## config.mk

```make
export PLATFORM = sky130hd
export DESIGN_NAME = hufd_step_unit
export DESIGN_NICKNAME = d
export VERILOG_FILES = /design/src/rtl/core/hufd_pkg.sv /design/src/rtl/core/hufd_step_unit.sv
export SDC_FILE = /design/constraint.sdc
export NUM_CORES = 1
export LEC_CHECK = 0
export BUFFER_PORTS_ARGS = -buffer_cell sky130_fd_sc_hd__buf_2
export CAP_MARGIN = 20
export CORE_AREA = 4 4 65 67
export DETAILED_ROUTE_END_ITERATION = 10
export DIE_AREA = 0 0 69 71
export MAX_ROUTING_LAYER = met4
export PLACE_DENSITY = 0.75
export SYNTH_ARGS = -nofsm -noshare
export SYNTH_HDL_FRONTEND = slang
export SYNTH_SLANG_ARGS = --single-unit
```

## constraint.sdc

```tcl
create_clock -name vclk -period 1.5
set_input_delay 0.15 -clock vclk [all_inputs]
set_output_delay 0.15 -clock vclk [all_outputs]
set_load 0.01 [all_outputs]
```

## src/rtl/core/hufd_pkg.sv

```systemverilog
// Shared types and constants for the Huffman tree decoder.
package hufd_pkg;

	localparam int IDX_W     = 9;
	localparam int SYM_W     = 8;
	localparam int BYTE_W    = 8;
	localparam int CNT_W     = 32;
	localparam int CFG_IDX_W = 1;
	localparam int BIT_CNT_W = 3;

	localparam logic [1:0] REQ_LOAD    = 2'd0;
	localparam logic [1:0] REQ_DECODE  = 2'd1;
	localparam logic [1:0] REQ_RESTART = 2'd2;

	localparam logic [CFG_IDX_W-1:0] CFG_ROOT_NODE    = 1'b0;
	localparam logic [CFG_IDX_W-1:0] CFG_SYMBOL_LIMIT = 1'b1;

	localparam logic [BIT_CNT_W-1:0] LAST_BIT = 3'd7;

	typedef struct packed {
		logic             leaf;
		logic [IDX_W-1:0] left;
		logic [IDX_W-1:0] right;
		logic [SYM_W-1:0] sym;
	} node_t;

	typedef struct packed {
		logic [1:0]        req_type;
		logic [IDX_W-1:0]  node_index;
		logic              node_is_leaf;
		logic [IDX_W-1:0]  left_child;
		logic [IDX_W-1:0]  right_child;
		logic [SYM_W-1:0]  node_symbol;
		logic [BYTE_W-1:0] data_byte;
	} req_item_t;

	typedef struct packed {
		logic [SYM_W-1:0] symbol;
		logic             last;
	} rsp_item_t;

	typedef struct packed {
		logic [IDX_W-1:0] child;
		logic             leaf_hit;
		logic             emit;
		logic [SYM_W-1:0] symbol;
	} step_res_t;

	typedef enum logic [2:0] {
		S_IDLE,
		S_RD_ROOT,
		S_RD_WALK,
		S_BIT,
		S_LAST,
		S_FLUSH
	} state_t;

endpackage

```

## src/rtl/core/hufd_step_unit.sv

```systemverilog
// One walk step: leaf check of the node just read, then child selection by the code bit.
module hufd_step_unit (
	input  hufd_pkg::node_t              rd_node,
	input  hufd_pkg::node_t              root_node,
	input  logic                         check,
	input  logic                         code_bit,
	input  logic [hufd_pkg::CNT_W-1:0]   count,
	input  logic [hufd_pkg::CNT_W-1:0]   limit,
	output hufd_pkg::step_res_t          res
);

	hufd_pkg::node_t cur;
	logic            leaf_hit;

	// A leaf sends the walk back to the root before the next bit is applied.
	assign leaf_hit = check && rd_node.leaf;
	assign cur      = leaf_hit ? root_node : rd_node;

	assign res.leaf_hit = leaf_hit;
	assign res.emit     = leaf_hit && (count < limit);
	assign res.symbol   = rd_node.sym;
	assign res.child    = code_bit ? cur.right : cur.left;

endmodule

```

==> results of run 1 <==
-- layer usage --
metal	global-route usage (%)	vias up	share of wire, %	routed length [um]
met1	16.0	591	36	1350
met4	0.217	0	0	0
met5	-	-	0	0
met3	4.26	0	11	427
met2	31.1	77	53	2010
li1	-	680	-	-
-- cell usage in the layout, fill, tap and decap left out, types with 2 or more instances in the layout --
cell and count:
nor2_1 2, o21ai_0 3, buf_2 105, diode_2 2, nand4_1 6, ha_4 11
a21oi_1 7, inv_1 21, buf_6 8, nor2b_1 2, a21oi_2 2, nand3_1 3
o21ai_1 3, or3_1 2, a21o_1 4, ha_1 20, buf_4 6, mux4_2 9
inv_2 10
-- cells in the mapped netlist --
cell,instances
nor4bb_1,1
a21oi_1,9
or3_1,2
nor2b_1,2
buf_4,9
a21o_1,4
buf_2,1
or4_1,1
nand4_1,6
a221oi_2,1
and2_1,1
a41oi_1,1
ha_1,31
o211a_1,1
mux4_2,9
nor2_1,2
nand2_1,1
a211oi_1,2
nand3_1,3
o21ai_0,4
nor4_1,1
o21ai_1,2
nor3_1,1
clkbuf_1,1
inv_1,33
-- final cells by class --
type / instances / area (um^2)
timing repair buffer: 120 / 681
fill: 360 / 1720
inverter: 33 / 139
tap: 48 / 60.1
antenna: 2 / 5.00
multi-input combinational: 85 / 1020
-- through the flow --
stage / power, mW / std cells / setup WS (ns) / utilization [%] / instance area (um^2)
after floorplan: 0.265 / 129 / -0.0297 / - / 1190
after global placement: 0.457 / 285 / -0.386 / 49.5 / 1800
after detailed placement: 0.474 / 285 / -0.428 / 49.5 / 1800
after CTS: 0.505 / 286 / -0.321 / 52.4 / 1900
after global routing: 0.564 / 288 / -0.382 / 52.5 / 1910
final: 0.497 / 288 / -0.300 / 52.5 / 1910
-- final timing paths --
kind	start	endpoint	slack, ns
worst max-delay path	limit[15]	res[8]	-0.30
worst min-delay path	rd_node[2]	res[2]	0.30
-- power groups by stage --
stage	clock, mW	sequential [mW]	combinational, mW
after floorplan	0	0	0.265
final	0.000000178	0	0.497
after detailed placement	0	0	0.474
after global placement	0	0	0.457
after global routing	0.000000178	0	0.564
after CTS	0	0	0.505
-- kinds of logic after synthesis --
group                      Yosys count  synth area share [%]
muxes                                9                  19.0
adders and majority gates           31                  36.3
AOI/OAI and AO/OA                   24                  14.4
buffers and inverters               44                  18.7
and+or+nand+nor                     21                  11.6
-- what timing repair did --
item,4_1_cts,5_1_grt
buffers inserted,1,0
resized for setup,17,0
pin swaps,8,0
setup endpoints to repair,1,1
-- critical path, cell delays in order --
cell and delay [ns]:
buf_6 0.07, inv_4 0.03, ha_4 0.25, nand4_1 0.12, or3_1 0.40, a221oi_2 0.21
nor4_2 0.08, o211a_1 0.21, buf_2 0.14
==> results_dict.tcl, run 1 <==
set metrics [dict create \
    outcome "finished, violations left" \
    violations "negative setup slack" \
    drv_cap 0 \
    end_kind "primary output" \
    vias 1348 \
    dieWidth_um 69 \
    final-hold-violation-count 0 \
    port_buffers 114 \
    mappedNetlistArea_um2 1070 \
    grt_antenna_before_repair 2 \
    drc 0 \
    seq_cells 0 \
    die_h_um 71 \
    nClkBuffers 0 \
    tightest_slew_ns 0.326 \
    pwr-share-comb_pct 100.0 \
    num_rows 22 \
    powerDensity_nw_per_um2 260 \
    arrival_ns 1.65 \
    dr.pass1.iters 4 \
    setup_viol 1 \
    ys_seq_area_share_pct 0 \
    hold_path_class "in2out" \
    synthesis.nets 280 \
    grt_max_degree 12 \
    ir_drop_mv 0.103 \
    core_um2 3630 \
    drive_above_1_share_pct 66.0 \
    grt-ovfl-total 0 \
    ctsHoldBuffers 0 \
    gp_congestion 0.877 \
    holdPathStages 0 \
    report.final.slew_viol_count 0 \
    area_delta_synth_final_pct 78.7 \
    io_pins 139 \
    fin_hold_ws_ns 0.300 \
    yosys.area.top_type "ha_1" \
    synth_cells 129 \
    critical_path_class "in2out" \
    seqCellArea_um2 0 \
    cp_max_fo 2 \
    fmaxAchievable_ghz 0.556 \
    drt_iter0_drc 32 \
    drt-total-wl_um 3790 \
    grtUsageTotal_pct 15.6 \
    seqPwrFrac_pct 0 \
    relSlewSlack_pct 78.1 \
    rsz0062_at_grt "yes" \
    avgSynthCellArea_um2 8.28 \
    swShare_pct 41.1 \
    worst_slack_ns -0.300 \
    ant_nets 0 \
    yosys_warnings 0 \
    clkPwrFrac_pct 0 \
    post_drt_wl_per_cell_um 13.2 \
    die-area_um2 4900 \
    finalCritPeriodShare_pct 120 \
    fin_setup_tns_ns -0.300 \
    p_leak_nw 1.06 \
    synth_top_area_share_pct 36.3 \
    p_int_uw 293 \
    startpoint_type "primary input" \
    synth_cell_type_count 25 \
    hpwl_um 3580 \
    finalCriticalPeriod_ns 1.80 \
    grt_pass1_vias 1418 \
    power_switching_uw 205 \
    synth.area.top_cells "ha_1 36%, mux4_2 19%, inv_1 12%" \
    critPathRequiredTime_ns 1.35 \
    grt_pass1_wl_um 6210 \
    nets 391 \
    vias_per_cell 4.68 \
    start_util_pct 29.4 \
]
(Power assumes the default switching activity.)
==> run 2, diff against run 1 <==
--- a/config.mk
+++ b/config.mk
@@ -11,7 +11,7 @@
 export DETAILED_ROUTE_END_ITERATION = 10
 export DIE_AREA = 0 0 69 71
 export MAX_ROUTING_LAYER = met4
-export PLACE_DENSITY = 0.75
+export PLACE_DENSITY = 0.72
 export SYNTH_ARGS = -nofsm -noshare
 export SYNTH_HDL_FRONTEND = slang
 export SYNTH_SLANG_ARGS = --single-unit
==> constraint.sdc (replaced) <==
create_clock -name vclk -period 2
set_input_delay 0.2 -clock vclk [all_inputs]
set_output_delay 0.2 -clock vclk [all_outputs]
set_load 0.01 [all_outputs]
==> run 2 against run 1 <==
Effect of this change:
- the run now ends clean
- cell count decreased by 1.0%
- core utilization decreased by 2.4 points
- power down 29%
- via count shrank 2.0%
- hold slack gained 0.10 ns
- global-route usage shrank 2.3 points
- non-clock buffer count down 1
- cell area is 4.5% lower
- wire length down 7.9%
- clock-buffer cell count stayed put
- first-iteration DRC count fell by 53%
- critical path type unchanged
- critical endpoint unchanged
- highest routed layer is now met4
==> results_dict.tcl, run 2 (synthesized netlist as in run 1, its figures left out) <==
set metrics [dict create \
    finalNonFillerCells 285 \
    drt-total-wl_um 3490 \
    worst_slack_ns 0.0585 \
    grt_pass1_wl_um 5510 \
    setup_viol 0 \
    place_ws_ns -0.0730 \
    tightest_slew_ns 0.304 \
    fin_setup_tns_ns 0 \
    drt_iter0_drc 15 \
    nets 390 \
    final_common_cell "buf_2" \
    ir_drop_mv 0.0695 \
    die-area_um2 4900 \
    drv_cap 0 \
    hold_path_class "in2out" \
    drc 0 \
    dieWidth_um 69 \
    final_cell_mix "110 x buf_2, 29 x inv_1, 22 x ha_1, 9 x mux4_2, 8 x ha_4" \
    finalCritPeriodShare_pct 97.1 \
    rsz0062_at_grt "yes" \
    finalCriticalPeriod_ns 1.94 \
    critical_path_class "in2out" \
    critPathRequiredTime_ns 1.80 \
    vias_per_cell 4.64 \
    grt_max_degree 12 \
    grt-ovfl-total 0 \
    worstPathCellList "buf_2 -> inv_1 -> ha_4 -> nand4_1 -> or3_4 -> a221oi_2 -> nor4_2 -> o211a_1 -> buf_6" \
    gp_congestion 0.909 \
    end_kind "primary output" \
    critPathSlowestCell "or3_4" \
    p_leak_nw 1.04 \
    io_pins 139 \
    num_rows 22 \
    dr.pass1.iters 2 \
    port_buffers 114 \
    die_h_um 71 \
    grt_antenna_before_repair 0 \
    outcome "finished clean" \
    powerDensity_nw_per_um2 194 \
    core_um2 3630 \
    place_inst 286 \
    grt_pass1_vias 1326 \
    relSlewSlack_pct 79.5 \
    final-hold-violation-count 0 \
    nClkBuffers 0 \
    arrival_ns 1.74 \
    post_drt_wl_per_cell_um 12.2 \
    fin_hold_ws_ns 0.400 \
    ant_nets 0 \
    area_delta_synth_final_pct 70.6 \
    fillerInstances 373 \
    placed_area_um2 1670 \
    critical-path-max-stage-delay_ns 0.40 \
    cp_max_fo 2 \
    startpoint_type "primary input" \
    start_util_pct 29.4 \
    seq_cells 0 \
    vias 1321 \
    grtUsageTotal_pct 13.3 \
    seqCellArea_um2 0 \
    antenna_cells 0 \
    fmaxAchievable_ghz 0.515 \
    drive_above_1_share_pct 62.4 \
    report.final.slew_viol_count 0 \
    finish.instance_area_um2 1820 \
    hpwl_um 3190 \
    utilization_pct 50.2 \
    total_power_uw 353 \
]
## run 2: changes by cell type in the layout (fill, tap and decap cells not counted), moves of 2 or more
cell	delta
buf_6	-4
ha_1	+2
buf_2	+5
inv_2	-6
inv_1	+8
diode_2	-2
ha_4	-3
## run 2: path summary, 6_finish.rpt
| path | start | endpoint | slack (ns) | depth (start not counted) |
|---|---|---|---|---|
| hold / removal | rd_node[2] | res[2] | 0.40 | 0 |
| setup / recovery | limit[11] | res[8] | 0.06 | 9 |
## run 2: per-layer routing
metal  GRT usage, %  up-vias  part of all wire [%]
met4          0.651        0                  0.63
met1           14.5      572                    37
li1               -      675                     -
met2           26.0       72                    52
met3           2.84        2                    10
met5              -        -                     0
## run 2: cell type report
| cell class | count | area (um^2) | area share [%] |
|---|---|---|---|
| Timing Repair Buffer | 119 | 633 | 34.7 |
| Inverter | 33 | 124 | 6.79 |
| Multi-Input combinational cell | 85 | 1010 | 55.2 |
| Tap cell | 48 | 60.1 | 3.29 |
## run 2: repair_timing
action / 4_1_cts / 5_1_grt
setup endpoints to repair: 1 / 1
pin swaps: 8 / 5
resized for setup: 15 / 10
buffers inserted: 0 / 0
hold buffers: 0 / 0
## run 2: report_power, final
part	leakage (nW)	internal, mW	switching, mW
logic	1.04	0.208	0.146
clock network	0	0	0
registers	0	0	0
## run 2: worst max-delay path, delay by kind of cell
kind                     cells  cell delay, ns
buffers and inverters        3            0.24
adder cells (fa/ha/maj)      1            0.26
AND/OR/NAND/NOR              3            0.60
AO/OA/AOI/OAI                2            0.43
==> run 3, diff against run 2 <==
--- a/config.mk
+++ b/config.mk
@@ -10,6 +10,7 @@
 export CORE_AREA = 4 4 65 67
 export DETAILED_ROUTE_END_ITERATION = 10
 export DIE_AREA = 0 0 69 71
+export GPL_ROUTABILITY_DRIVEN = 1
 export MAX_ROUTING_LAYER = met4
 export PLACE_DENSITY = 0.72
 export SYNTH_ARGS = -nofsm -noshare
==> constraint.sdc (replaced) <==
create_clock -name vclk -period 2
set_input_delay 0.1 -clock vclk [all_inputs]
set_output_delay 0.1 -clock vclk [all_outputs]
set_load 0.01 [all_outputs]
==> run 3 against run 2 <==
Effect of this change:
- hold slack got worse by 0.20 ns
- maximum frequency rose by 6.6%
- critical path type unchanged
- highest routed layer is now met3
- die area did not move
- setup slack improved by 0.12 ns
==> results_dict.tcl, run 3 (synthesized netlist as in run 1, its figures left out) <==
set metrics [dict create \
    outcome "finished clean" \
    area_delta_synth_final_pct 52.6 \
    fmaxAchievable_ghz 0.549 \
    hold_end "res[2]" \
    die-area_um2 4900 \
    nClkBuffers 0 \
    wl_met2_um 1710 \
    critical_path_class "in2out" \
    seqCellArea_um2 0 \
    utilization_pct 44.9 \
    grt_antenna_before_repair 0 \
    vias_per_cell 4.60 \
    io_pins 139 \
    drive_above_1_share_pct 53.6 \
    top_layer "met3" \
    drv_cap 0 \
    cts_setup_buffers 0 \
    final_cell_mix "114 x buf_2, 33 x inv_1, 31 x ha_1, 9 x mux4_2, 9 x a21oi_1" \
    ant_nets 0 \
    drt-total-wl_um 3280 \
    port_buffers 114 \
    vias 1294 \
    post_cts_resized 0 \
    seq_cells 0 \
    placed_area_um2 1630 \
    gp_congestion 0.894 \
    num_rows 22 \
    p_leak_nw 1.02 \
    fin_hold_ws_ns 0.200 \
    fin_setup_tns_ns 0 \
    critPathRequiredTime_ns 1.90 \
    final_common_cell "buf_2" \
    dieWidth_um 69 \
    ir_drop_mv 0.0637 \
    grt_pass1_vias 1275 \
    grt_max_degree 12 \
    fillerInstances 397 \
    cpMostUsedCell "buf_2" \
    final-hold-violation-count 0 \
    rsz0062_at_grt "no" \
    hold_path_class "in2out" \
    finalCriticalPeriod_ns 1.82 \
    nets 386 \
    critPathSlowestCell "nor4_1" \
    end_kind "primary output" \
    finalNonFillerCells 281 \
    critical-path-max-stage-delay_ns 0.32 \
    ctsHoldBuffers 0 \
    powerDensity_nw_per_um2 184 \
    core_um2 3630 \
    place_inst 281 \
    startpoint_type "primary input" \
    post_drt_wl_per_cell_um 11.7 \
    cp_max_fo 2 \
    finalCritPeriodShare_pct 91.0 \
    finish.instance_area_um2 1630 \
    arrival_ns 1.72 \
    relSlewSlack_pct 76.5 \
    grt-ovfl-total 0 \
    grt_pass1_wl_um 5310 \
    die_h_um 71 \
    antenna_cells 0 \
    start_util_pct 29.4 \
    tightest_slew_ns 0.348 \
    hold_start "rd_node[2]" \
    wl_met3_um 324 \
    worstPathCellList "buf_2 -> ha_1 -> a211oi_1 -> nor2_1 -> or3_1 -> nor4_1 -> o211a_1 -> buf_2" \
    setup_viol 0 \
    report.final.slew_viol_count 0 \
    dr.pass1.iters 2 \
    drt_iter0_drc 15 \
    drc 0 \
    hpwl_um 3190 \
    grtUsageTotal_pct 13.0 \
    holdPathStages 0 \
    wl_met1_um 1240 \
]
-- run 3: cell count changes in the layout (fill, tap and decap cells not counted), sizes merged --
cell | previous run | this run
buf | 119 | 115
-- run 3: layout make-up --
cell class | count | area (um^2) | area share (%)
well taps | 48 | 60.1 | 3.68
inverters | 33 | 124 | 7.60
repair buffers | 115 | 578 | 35.5
multi-input cells | 85 | 868 | 53.3
-- run 3: critical path, delay by kind of cell --
kind / cells / cell delay, ns
AO/OA/AOI/OAI: 2 / 0.40
buffers and inverters: 2 / 0.22
AND/OR/NAND/NOR: 3 / 0.69
adder cells (fa/ha/maj): 1 / 0.30
-- run 3: where the power goes --
| group | switching (mW) | total, mW | internal (mW) |
|---|---|---|---|
| logic | 0.126 | 0.299 | 0.173 |
| clock network | 0 | 0 | 0 |
| registers | 0 | 0 | 0 |
| total | 0.126 | 0.299 | 0.173 |
-- run 3: how the worst max path moves through the flow --
stage	to	start	cells after the start	slack, ns
final	res[8]	count[13]	8	0.18
after detailed placement	res[8]	count[13]	8	0.13
after floorplan	res[8]	limit[13]	7	0.51
after global routing	res[8]	count[13]	8	0.007
after global placement	res[8]	count[13]	8	0.15
after CTS	res[8]	count[13]	8	0.12
-- run 3: through the flow --
step | power [mW] | setup slack (ns)
after floorplan | 0.176 | 0.515
after global placement | 0.299 | 0.149
after detailed placement | 0.304 | 0.126
after CTS | 0.306 | 0.121
after global routing | 0.345 | 0.00727
final | 0.299 | 0.179
-- run 3: metal layers --
layer / GRT usage, % / vias up
met5: - / -
met4: 0 / 0
met3: 3.27 / 0
met2: 25.1 / 70
met1: 14.1 / 557
li1: - / 667
